**src/hw/rtl/m93_pkg.sv**
```systemverilog
// shared types, codes and helpers for the microwire eeprom mapper
`timescale 1ns / 1ps

package m93_pkg;

   localparam int WORD_COUNT = 64;
   localparam int INDEX_WIDTH = $clog2(WORD_COUNT);

   localparam logic [15:0] DIRECT_BASE = 16'h8008;
   localparam logic [15:0] ERASED_WORD = 16'hffff;

   // access kinds
   localparam logic [2:0] KIND_CTRL_WR   = 3'd0;
   localparam logic [2:0] KIND_LINE_WR   = 3'd1;
   localparam logic [2:0] KIND_LINE_RD   = 3'd2;
   localparam logic [2:0] KIND_CTRL_RD   = 3'd3;
   localparam logic [2:0] KIND_DIRECT_RD = 3'd4;
   localparam logic [2:0] KIND_DIRECT_WR = 3'd5;

   // command opcodes and the sub codes of opcode zero
   localparam logic [1:0] OP_MISC  = 2'd0;
   localparam logic [1:0] OP_WRITE = 2'd1;
   localparam logic [1:0] OP_READ  = 2'd2;
   localparam logic [1:0] OP_ERASE = 2'd3;
   localparam logic [1:0] SUB_EWDS = 2'd0;
   localparam logic [1:0] SUB_ERAL = 2'd2;
   localparam logic [1:0] SUB_EWEN = 2'd3;

   localparam logic [4:0] CMD_BITS_DONE  = 5'd9;
   localparam logic [4:0] DATA_BITS_DONE = 5'd16;

   typedef struct packed {
      logic [2:0]  req_type;
      logic [7:0]  wdata;
      logic [15:0] addr;
   } req_type_type;

   typedef struct packed {
      logic [7:0] rdata;
      logic       save_pulse;
   } rsp_type;

   // store write request from the protocol logic
   typedef struct packed {
      logic                   wr_en;
      logic                   clear_all;
      logic [INDEX_WIDTH-1:0] addr;
      logic [15:0]            data;
   } mem_req_type;

   typedef enum logic [2:0] {
      ST_IDLE = 3'b001,
      ST_READ = 3'b010,
      ST_DONE = 3'b100
   } state_type;

   function automatic logic [15:0] direct_offset(input logic [15:0] addr);
      return addr - DIRECT_BASE;
   endfunction

   // word index a request needs from the store
   function automatic logic [INDEX_WIDTH-1:0] read_index(input req_type_type req,
                                                         input logic [15:0] shift);
      logic [15:0] offs;
      offs = direct_offset(req.addr);
      if (req.req_type == KIND_DIRECT_RD || req.req_type == KIND_DIRECT_WR) begin
         return offs[INDEX_WIDTH:1];
      end
      // a line write that completes a command addresses with its low bits
      return {shift[INDEX_WIDTH-2:0], req.wdata[0]};
   endfunction

endpackage

```
**src/hw/rtl/m93_store.sv**
```systemverilog
// 64x16 word store with registered read and per-word valid bits
`timescale 1ns / 1ps

module m93_store
   import m93_pkg::*;
(
   input  logic                   clock,
   input  logic                   reset,
   input  logic                   rd_en,
   input  logic [INDEX_WIDTH-1:0] rd_addr,
   output logic [15:0]            rd_data,
   input  mem_req_type            mem_req
);

   logic [15:0]           mem [WORD_COUNT];
   logic [WORD_COUNT-1:0] valid_ff;
   logic [WORD_COUNT-1:0] valid_in;
   logic [15:0]           rd_data_ff;
   logic                  rd_valid_ff;

   always_ff @(posedge clock) begin
      if (mem_req.wr_en) begin
         mem[mem_req.addr] <= mem_req.data;
      end
      if (rd_en) begin
         rd_data_ff <= mem[rd_addr];
      end
   end

   // words never written since reset or a full erase read as erased
   always_comb begin
      valid_in = valid_ff;
      if (mem_req.clear_all) begin
         valid_in = '0;
      end else if (mem_req.wr_en) begin
         valid_in[mem_req.addr] = 1'b1;
      end
   end

   always_ff @(posedge clock) begin
      if (reset) begin
         valid_ff    <= '0;
         rd_valid_ff <= 1'b0;
      end else begin
         valid_ff <= valid_in;
         if (rd_en) begin
            rd_valid_ff <= valid_ff[rd_addr];
         end
      end
   end

   assign rd_data = rd_valid_ff ? rd_data_ff : ERASED_WORD;

endmodule

```
**src/hw/rtl/m93_proto.sv**
```systemverilog
// microwire protocol state and per-access decode
`timescale 1ns / 1ps

module m93_proto
   import m93_pkg::*;
(
   input  logic         clock,
   input  logic         reset,
   input  logic         step,
   input  req_type_type req,
   input  logic [15:0]  rd_word,
   output logic [15:0]  shift_out,
   output rsp_type      result,
   output mem_req_type  mem_req
);

   logic        port_en_ff, port_en_in;
   logic        wel_ff, wel_in;
   logic [2:0]  line_ff, line_in;
   logic        reading_ff, reading_in;
   logic [7:0]  pend_ff, pend_in;
   logic [15:0] shift_ff, shift_in;
   logic [4:0]  cnt_ff, cnt_in;
   logic        dout_ff, dout_in;

   logic [15:0] offs;
   logic        in_range;
   logic        rising;
   logic        cs;
   logic        di;
   logic [15:0] shifted;
   logic [4:0]  cnt_inc;
   logic [7:0]  cmd;

   always_comb begin
      offs     = direct_offset(req.addr);
      in_range = (offs[8:INDEX_WIDTH+1] == '0);
      rising   = !line_ff[1] && req.wdata[1];
      cs       = req.wdata[2];
      di       = req.wdata[0];
      shifted  = {shift_ff[14:0], di};
      cnt_inc  = cnt_ff + 5'd1;
      cmd      = shifted[7:0];

      port_en_in = port_en_ff;
      wel_in     = wel_ff;
      line_in    = line_ff;
      reading_in = reading_ff;
      pend_in    = pend_ff;
      shift_in   = shift_ff;
      cnt_in     = cnt_ff;
      dout_in    = dout_ff;

      result  = '0;
      mem_req = '0;

      case (req.req_type)
         KIND_CTRL_WR: begin
            if (req.wdata[7]) begin
               wel_in     = 1'b0;
               line_in    = '0;
               reading_in = 1'b0;
               pend_in    = '0;
               shift_in   = '0;
               cnt_in     = '0;
               dout_in    = 1'b1;
            end
            port_en_in = req.wdata[3];
         end
         KIND_LINE_WR: begin
            line_in = req.wdata[2:0];
            if (port_en_ff) begin
               if (!cs) begin
                  cnt_in     = '0;
                  pend_in    = '0;
                  reading_in = 1'b0;
                  shift_in   = '0;
                  dout_in    = 1'b1;
               end else if (rising) begin
                  if (reading_ff) begin
                     shift_in = {shift_ff[14:0], 1'b0};
                     cnt_in   = cnt_inc;
                     dout_in  = shift_ff[14];
                  end else if (pend_ff[7:6] == OP_WRITE) begin
                     shift_in = shifted;
                     cnt_in   = cnt_inc;
                     if (cnt_inc == DATA_BITS_DONE) begin
                        if (wel_ff) begin
                           mem_req.wr_en     = 1'b1;
                           mem_req.addr      = pend_ff[INDEX_WIDTH-1:0];
                           mem_req.data      = shifted;
                           result.save_pulse = 1'b1;
                        end
                        pend_in  = '0;
                        cnt_in   = '0;
                        shift_in = '0;
                     end
                  end else if (cnt_ff == '0) begin
                     // waiting for the start bit
                     if (di) begin
                        cnt_in   = 5'd1;
                        shift_in = '0;
                     end
                  end else begin
                     shift_in = shifted;
                     cnt_in   = cnt_inc;
                     if (cnt_inc == CMD_BITS_DONE) begin
                        cnt_in     = '0;
                        shift_in   = '0;
                        reading_in = 1'b0;
                        case (cmd[7:6])
                           OP_MISC: begin
                              if (cmd[5:4] == SUB_EWDS) begin
                                 wel_in = 1'b0;
                              end else if (cmd[5:4] == SUB_EWEN) begin
                                 wel_in = 1'b1;
                              end else if (cmd[5:4] == SUB_ERAL && wel_ff) begin
                                 mem_req.clear_all = 1'b1;
                                 result.save_pulse = 1'b1;
                              end
                           end
                           OP_WRITE: begin
                              pend_in = cmd;
                           end
                           OP_READ: begin
                              shift_in   = rd_word;
                              reading_in = 1'b1;
                              dout_in    = rd_word[15];
                           end
                           OP_ERASE: begin
                              if (wel_ff) begin
                                 mem_req.wr_en     = 1'b1;
                                 mem_req.addr      = cmd[INDEX_WIDTH-1:0];
                                 mem_req.data      = ERASED_WORD;
                                 result.save_pulse = 1'b1;
                              end
                           end
                           default: begin
                           end
                        endcase
                     end
                  end
               end
            end
         end
         KIND_LINE_RD: begin
            result.rdata = port_en_ff ? {5'b0, line_ff[2:1], dout_ff} : 8'hff;
         end
         KIND_CTRL_RD: begin
            result.rdata = {4'b0, port_en_ff, 3'b0};
         end
         KIND_DIRECT_RD: begin
            if (!in_range) begin
               result.rdata = 8'hff;
            end else if (offs[0]) begin
               result.rdata = rd_word[15:8];
            end else begin
               result.rdata = rd_word[7:0];
            end
         end
         KIND_DIRECT_WR: begin
            if (in_range) begin
               mem_req.wr_en     = 1'b1;
               mem_req.addr      = offs[INDEX_WIDTH:1];
               mem_req.data      = offs[0] ? {req.wdata, rd_word[7:0]}
                                           : {rd_word[15:8], req.wdata};
               result.save_pulse = 1'b1;
            end
         end
         default: begin
         end
      endcase

      // nothing reaches the store unless the access is committed
      if (!step) begin
         mem_req = '0;
      end
   end

   always_ff @(posedge clock) begin
      if (reset) begin
         port_en_ff <= 1'b0;
         wel_ff     <= 1'b0;
         line_ff    <= '0;
         reading_ff <= 1'b0;
         pend_ff    <= '0;
         shift_ff   <= '0;
         cnt_ff     <= '0;
         dout_ff    <= 1'b1;
      end else if (step) begin
         port_en_ff <= port_en_in;
         wel_ff     <= wel_in;
         line_ff    <= line_in;
         reading_ff <= reading_in;
         pend_ff    <= pend_in;
         shift_ff   <= shift_in;
         cnt_ff     <= cnt_in;
         dout_ff    <= dout_in;
      end
   end

   assign shift_out = shift_ff;

endmodule

```
**src/hw/rtl/microwire_eeprom_93c46_mapper_core.sv**
```systemverilog
// top level of the microwire eeprom mapper: sequencer, store and result register
`timescale 1ns / 1ps

// 93c46-style 64x16 serial eeprom reached through a bit-banged port.
// req channel: one port access per transfer (control write/read, line
// write/read, direct byte read/write at offsets from 0x8008).
// rsp channel: one result per access, the byte read and a save pulse that
// marks an access that wrote the word store.
// each access runs in order: the request is registered, the store is read
// (synchronous memory), then the access is decoded, the store written back
// and the result loaded into the output register.
// rsp_valid rises once the commit step has loaded the output register; a new
// request is taken only after the current access has been committed.
// a full erase clears all per-word valid bits at once, no sweep.
// reset clears the protocol state and the valid bits, so every word reads
// 0xffff right after reset with no clearing pass.
// when the receiver stalls, the result waits in the output register; the
// block still takes one more request and holds it in its last step until
// the output register frees up.

module microwire_eeprom_93c46_mapper_core
   import m93_pkg::*;
(
   input  logic         clock,
   input  logic         reset,
   input  logic         req_valid,
   output logic         req_ready,
   input  req_type_type req_data,
   output logic         rsp_valid,
   input  logic         rsp_ready,
   output rsp_type      rsp_data
);

   state_type    state_ff, state_in;
   req_type_type req_ff;
   rsp_type      rsp_ff;
   logic         rsp_valid_ff, rsp_valid_in;

   logic                   step;
   logic                   rd_en;
   logic [INDEX_WIDTH-1:0] rd_addr;
   logic [15:0]            rd_word;
   logic [15:0]            shift;
   rsp_type                result;
   mem_req_type            mem_req;

   assign req_ready = (state_ff == ST_IDLE);
   assign rd_en     = (state_ff == ST_READ);
   assign rd_addr   = read_index(req_ff, shift);
   // commit only when the output register can take the result
   assign step      = (state_ff == ST_DONE) && (!rsp_valid_ff || rsp_ready);

   m93_store u_store (
      .clock   (clock),
      .reset   (reset),
      .rd_en   (rd_en),
      .rd_addr (rd_addr),
      .rd_data (rd_word),
      .mem_req (mem_req)
   );

   m93_proto u_proto (
      .clock     (clock),
      .reset     (reset),
      .step      (step),
      .req       (req_ff),
      .rd_word   (rd_word),
      .shift_out (shift),
      .result    (result),
      .mem_req   (mem_req)
   );

   always_comb begin
      state_in = state_ff;
      case (state_ff)
         ST_IDLE: begin
            if (req_valid) begin
               state_in = ST_READ;
            end
         end
         ST_READ: begin
            state_in = ST_DONE;
         end
         ST_DONE: begin
            if (step) begin
               state_in = ST_IDLE;
            end
         end
         default: begin
            state_in = ST_IDLE;
         end
      endcase
   end

   always_comb begin
      rsp_valid_in = rsp_valid_ff;
      if (step) begin
         rsp_valid_in = 1'b1;
      end else if (rsp_ready) begin
         rsp_valid_in = 1'b0;
      end
   end

   always_ff @(posedge clock) begin
      if (reset) begin
         state_ff     <= ST_IDLE;
         rsp_valid_ff <= 1'b0;
      end else begin
         state_ff     <= state_in;
         rsp_valid_ff <= rsp_valid_in;
      end
   end

   always_ff @(posedge clock) begin
      if (req_valid && req_ready) begin
         req_ff <= req_data;
      end
      if (step) begin
         rsp_ff <= result;
      end
   end

   assign rsp_valid = rsp_valid_ff;
   assign rsp_data  = rsp_ff;

   a_accept_reads : assert property (@(posedge clock) disable iff (reset)
      (req_valid && req_ready) |=> (state_ff == ST_READ))
      else $error("accepted request did not start a store read");

   a_read_then_done : assert property (@(posedge clock) disable iff (reset)
      (state_ff == ST_READ) |=> (state_ff == ST_DONE))
      else $error("store read not followed by the commit step");

   a_write_on_step : assert property (@(posedge clock) disable iff (reset)
      (mem_req.wr_en || mem_req.clear_all) |-> step)
      else $error("store written outside the commit step");

   a_save_has_write : assert property (@(posedge clock) disable iff (reset)
      (step && result.save_pulse) |-> (mem_req.wr_en || mem_req.clear_all))
      else $error("save pulse without a store write");

   a_step_fills_rsp : assert property (@(posedge clock) disable iff (reset)
      step |=> rsp_valid_ff)
      else $error("committed access left no result");

endmodule

```
**config.mk**
```make
export PLATFORM = sky130hd
export DESIGN_NAME = microwire_eeprom_93c46_mapper_core
export DESIGN_NICKNAME = d
export VERILOG_FILES = /design/src/hw/rtl/m93_pkg.sv /design/src/hw/rtl/m93_store.sv /design/src/hw/rtl/m93_proto.sv /design/src/hw/rtl/microwire_eeprom_93c46_mapper_core.sv
export SDC_FILE = /design/constraint.sdc
export NUM_CORES = 2
export LEC_CHECK = 0
export BUFFER_PORTS_ARGS = -buffer_cell sky130_fd_sc_hd__buf_4
export CORE_ASPECT_RATIO = 0.5
export CORE_MARGIN = 3
export CORE_UTILIZATION = 57
export DETAILED_ROUTE_END_ITERATION = 12
export PLACE_DENSITY = 0.8
export SLEW_MARGIN = 30
export SYNTH_ARGS = -nofsm -noshare
export SYNTH_HDL_FRONTEND = slang
export SYNTH_SLANG_ARGS = --single-unit
export TNS_END_PERCENT = 10
```
**constraint.sdc**
```tcl
create_clock -name clock -period 3.89 [get_ports clock]
set_clock_uncertainty 0.05 [all_clocks]
set_input_delay 0.389 -clock clock [delete_from_list [all_inputs] [get_ports clock]]
set_output_delay 0.389 -clock clock [all_outputs]
set_load 0.01 [all_outputs]
```
==> flow_metrics.env <==
export IMPL_status="finished clean"
export IMPL_crit_path_max_incr_delay_ns=0.48
export IMPL_synth_cell_types=75
export IMPL_fin_crit_sh_pct=97.0
export IMPL_reg2reg_setup_slack_ns=0.12
export IMPL_max_freq_mhz=265
export IMPL_dr_wl_met2_um=57100
export IMPL_grt_pass1_wl_um=188000
export IMPL_clk_pin_slew_ns=0.07
export IMPL_wirelength_um=127000
export IMPL_peakVddDrop_v=0.000344
export IMPL_synth_commonest_cells="edfxtp_1 (1069), nand2_1 (648), nand3_1 (232)"
export IMPL_gp_congestion=0.957
export IMPL_die_h_um=209
export IMPL_cts_tree="built"
export IMPL_synth_edf_count=1069
export IMPL_crit_start="req_ff[3]$_DFFE_PP_"
export IMPL_path_delay_family="buffers and inverters"
export IMPL_cp_arrival_ns=4.29
export IMPL_layoutNonFillerInstCount=4580
export IMPL_path_max_fanout=17
export IMPL_finalHoldViolCount=0
export IMPL_dp_hpwl_um=76700
export IMPL_cts_sinks=1172
export IMPL_grt_usage_pct=29.5
export IMPL_synthXorXnorAreaFrac_pct=0.0744
export IMPL_yosys_area_share_simple_pct=12.2
export IMPL_synth_area_top_cells="edfxtp_1 (68%), mux4_2 (5.4%), nand2_1 (5.2%), dfxtp_1 (4.4%), nand3_1 (2.5%)"
export IMPL_crit_required_ns=4.40
export IMPL_fin_crit_ns=3.77
export IMPL_synth_compound_area_share_pct=5.91
export IMPL_fp_row_count=73
export IMPL_synth_nets=3271
export IMPL_wl_met1_um=45800
export IMPL_path_cells="inv_1 -> ha_1 -> nor4bb_1 -> o21bai_1 -> a211oi_2 -> buf_4 -> nand2_1 -> and4b_1 -> nand3_1 -> buf_4 -> nor2_1 -> buf_4 -> o21a_1"
export IMPL_slowest_stage="a211oi_2"
export IMPL_antenna_left=0
export IMPL_initial_core_util_pct=58.4
export IMPL_syn_to_final_growth_pct=13.9
export IMPL_grt_setup_unrepaired="no"
export IMPL_synth_cells=3232
export IMPL_cp_start_kind="flop"
export IMPL_avgSynthCellArea_um2=14.6
export IMPL_top_layer="met5"
export IMPL_yosysMostFrequentCell="edfxtp_1"
export IMPL_power_density_mw_per_mm2=458
export IMPL_yosys_area_top_type="edfxtp_1"
export IMPL_criticalPathCategory="reg -> reg"
export IMPL_synth_main_ff_cell="edfxtp_1"
export IMPL_drt_pass1_iterations=9
export IMPL_synth_adder_area_share_pct=0.213
export IMPL_postSynth_asyncResetShare_pct=0
export IMPL_maxSlewViolCount=0
export IMPL_crit_buf_inv=4
export IMPL_max_cap_viol_count=0
export IMPL_core_area_mm2=0.0807
export IMPL_tightest_slew_ns=0.850
export IMPL_yosys_mux_area_fraction_pct=7.09
export IMPL_yosysWarnings=0
export IMPL_io_pins=42
export IMPL_finalSetupViolCount=0
export IMPL_die_x_um=412
export IMPL_yosys_register_bits=1172
export IMPL_wl_met3_um=18600
export IMPL_worst_path_stages=13
export IMPL_grt_max_degree=83
export IMPL_regToRegEndpoint="u_store.valid_ff[48]$_SDFFE_PP0P_"
export IMPL_fin_nets=3449
export IMPL_cts_inserted_buffers=99
export IMPL_die_area_mm2=0.0863
export IMPL_grt_pass1_vias=29300
export IMPL_n_fill_cell=5072
export IMPL_avgViaCountPerCell=6.61
export IMPL_end_kind="flop"
export IMPL_wl_per_cell_um=27.7
export IMPL_synth_top_cell_area_share_pct=68.2
export IMPL_critical_path_endpoint="u_store.valid_ff[48]$_SDFFE_PP0P_"
export IMPL_htree_levels=3
export IMPL_r2r_start="req_ff[3]$_DFFE_PP_"
export IMPL_clk_latency_ns=0.68
export IMPL_overflow=0
export IMPL_reg2reg_depth=13
export IMPL_clockRootBuffer="clkbuf_16"
export IMPL_preCtsSetupSlack_ns=0.258
export IMPL_antenna_found_initial=3
export IMPL_setup_slack_ns=0.116
export IMPL_io_buffer_count=34
export IMPL_hold_class="in -> reg"
export IMPL_dp_cells=4376
export IMPL_synth_seq_area_share_pct=72.6
export IMPL_drtIter0Drc=5190
export IMPL_synth_top_family_by_area="simple AND/OR/NAND/NOR gates"
export IMPL_max_slew_margin_pct=43.3
export IMPL_synthesis_area_mm2=0.0471
export IMPL_cts_max_path_buffers=3
export IMPL_vias=30300
export IMPL_drive_gt1_share_pct=16.7
export IMPL_drc=0
export IMPL_cpMostUsedCell="buf_4"
export IMPL_leakagePower_nw=19.6
per-stage QoR:
step | hold WS (ns) | TNS [ns] | total power [mW] | cell area [um^2] | util, %
CTS | 0.0228 | 0 | 24.5 | 53600 | 66.4
global route | 0.0821 | 0 | 25.1 | 53600 | 66.5
detailed placement | 0.400 | 0 | 15.0 | 50200 | 62.3
finish | 0.0557 | 0 | 24.5 | 53600 | 66.5
global placement | 0.392 | 0 | 14.9 | 50200 | 62.3
floorplan | 0.385 | -252.71 | 14.5 | 47100 | -
cells by family after synthesis:
kind of cell / count (synthesis)
compound gates: 404
fa+ha+maj: 8
xor+xnor: 4
mux: 190
flops: 1172
buf+inv: 208
simple gates: 1246
cell usage in the layout (no fill, tap or decap), types with 65 or more instances in the layout:
cell type,n
edfxtp_1,1069
nand2_1,647
nand3_1,231
buf_4,216
nor2_1,133
mux4_2,113
dfxtp_1,103
clkbuf_16,102
o21ai_0,82
and3_1,71
o21a_1,65
worst min-delay path by stage:
stage / from / to / cells past startpoint
finish: rsp_ready / rsp_valid$_SDFFE_PP0P_ / 3
global route: rsp_ready / rsp_valid$_SDFFE_PP0P_ / 3
CTS: rsp_ready / rsp_valid$_SDFFE_PP0P_ / 3
detailed placement: u_store.valid_ff[4]$_SDFFE_PP0P_ / u_store.valid_ff[4]$_SDFFE_PP0P_ / 1
global placement: u_store.valid_ff[34]$_SDFFE_PP0P_ / u_store.valid_ff[34]$_SDFFE_PP0P_ / 1
floorplan: u_store.valid_ff[36]$_SDFFE_PP0P_ / u_store.valid_ff[36]$_SDFFE_PP0P_ / 1
worst register-to-register path, stage by stage (launching register included):
cell and delay [ns]:
edfxtp_1 0.45, inv_1 0.18, ha_1 0.23, nor4bb_1 0.27, o21bai_1 0.17, a211oi_2 0.48, buf_4 0.32, nand2_1 0.07
and4b_1 0.26, nand3_1 0.37, buf_4 0.31, nor2_1 0.06, buf_4 0.23, o21a_1 0.22
layer usage:
layer / GRT usage, % / up-vias
met3: 9.17 / 363
met5: 0 / -
li1: - / 12700
met2: 44.1 / 2364
met1: 40.9 / 14900
met4: 11.3 / 6
power breakdown:
part	total (mW)	switching (mW)	internal, mW
combinational	1.16	0.761	0.402
sequential	13.6	0.0323	13.6
clock	9.78	4.46	5.32
repair_timing:
item | in CTS | in global routing
resized for setup | 0 | 4
hold endpoints to repair | 20 | 0
setup buffers | 0 | 0
endpoints found under the setup margin | 0 | 83
hold buffers | 20 | 0
cell type report:
class / count / area, um^2 / share of cell area, %
inverter: 9 / 33.8 / 0.0630
clock inverter: 53 / 445 / 0.831
clock buffer: 130 / 2710 / 5.05
timing repair buffer: 276 / 2620 / 4.89
tap: 1087 / 1360 / 2.54
antenna: 1 / 2.50 / 0.00467
sequential: 1172 / 34200 / 63.7
multi-input combinational: 1852 / 12300 / 22.9
sequential cells by signal, summed over array words and instances, names as in the netlist:
| signal | flops |
|---|---|
| u_proto.reading_ff | 1 |
| u_proto.line_ff | 2 |
| u_proto.shift_out | 15 |
| u_proto.port_en_ff | 1 |
| u_proto.wel_ff | 1 |
| u_store.mem | 1024 |
| rsp_data | 9 |
| u_store.rd_valid_ff | 1 |
| u_store.valid_ff | 64 |
| rsp_valid | 1 |
| req_ff | 20 |
| u_proto.cnt_ff | 5 |
| u_proto.dout_ff | 1 |
| u_proto.pend_ff | 8 |
| u_store.rd_data_ff | 16 |
| state_ff | 3 |
No activity file was read; power rests on OpenSTA's default activity.
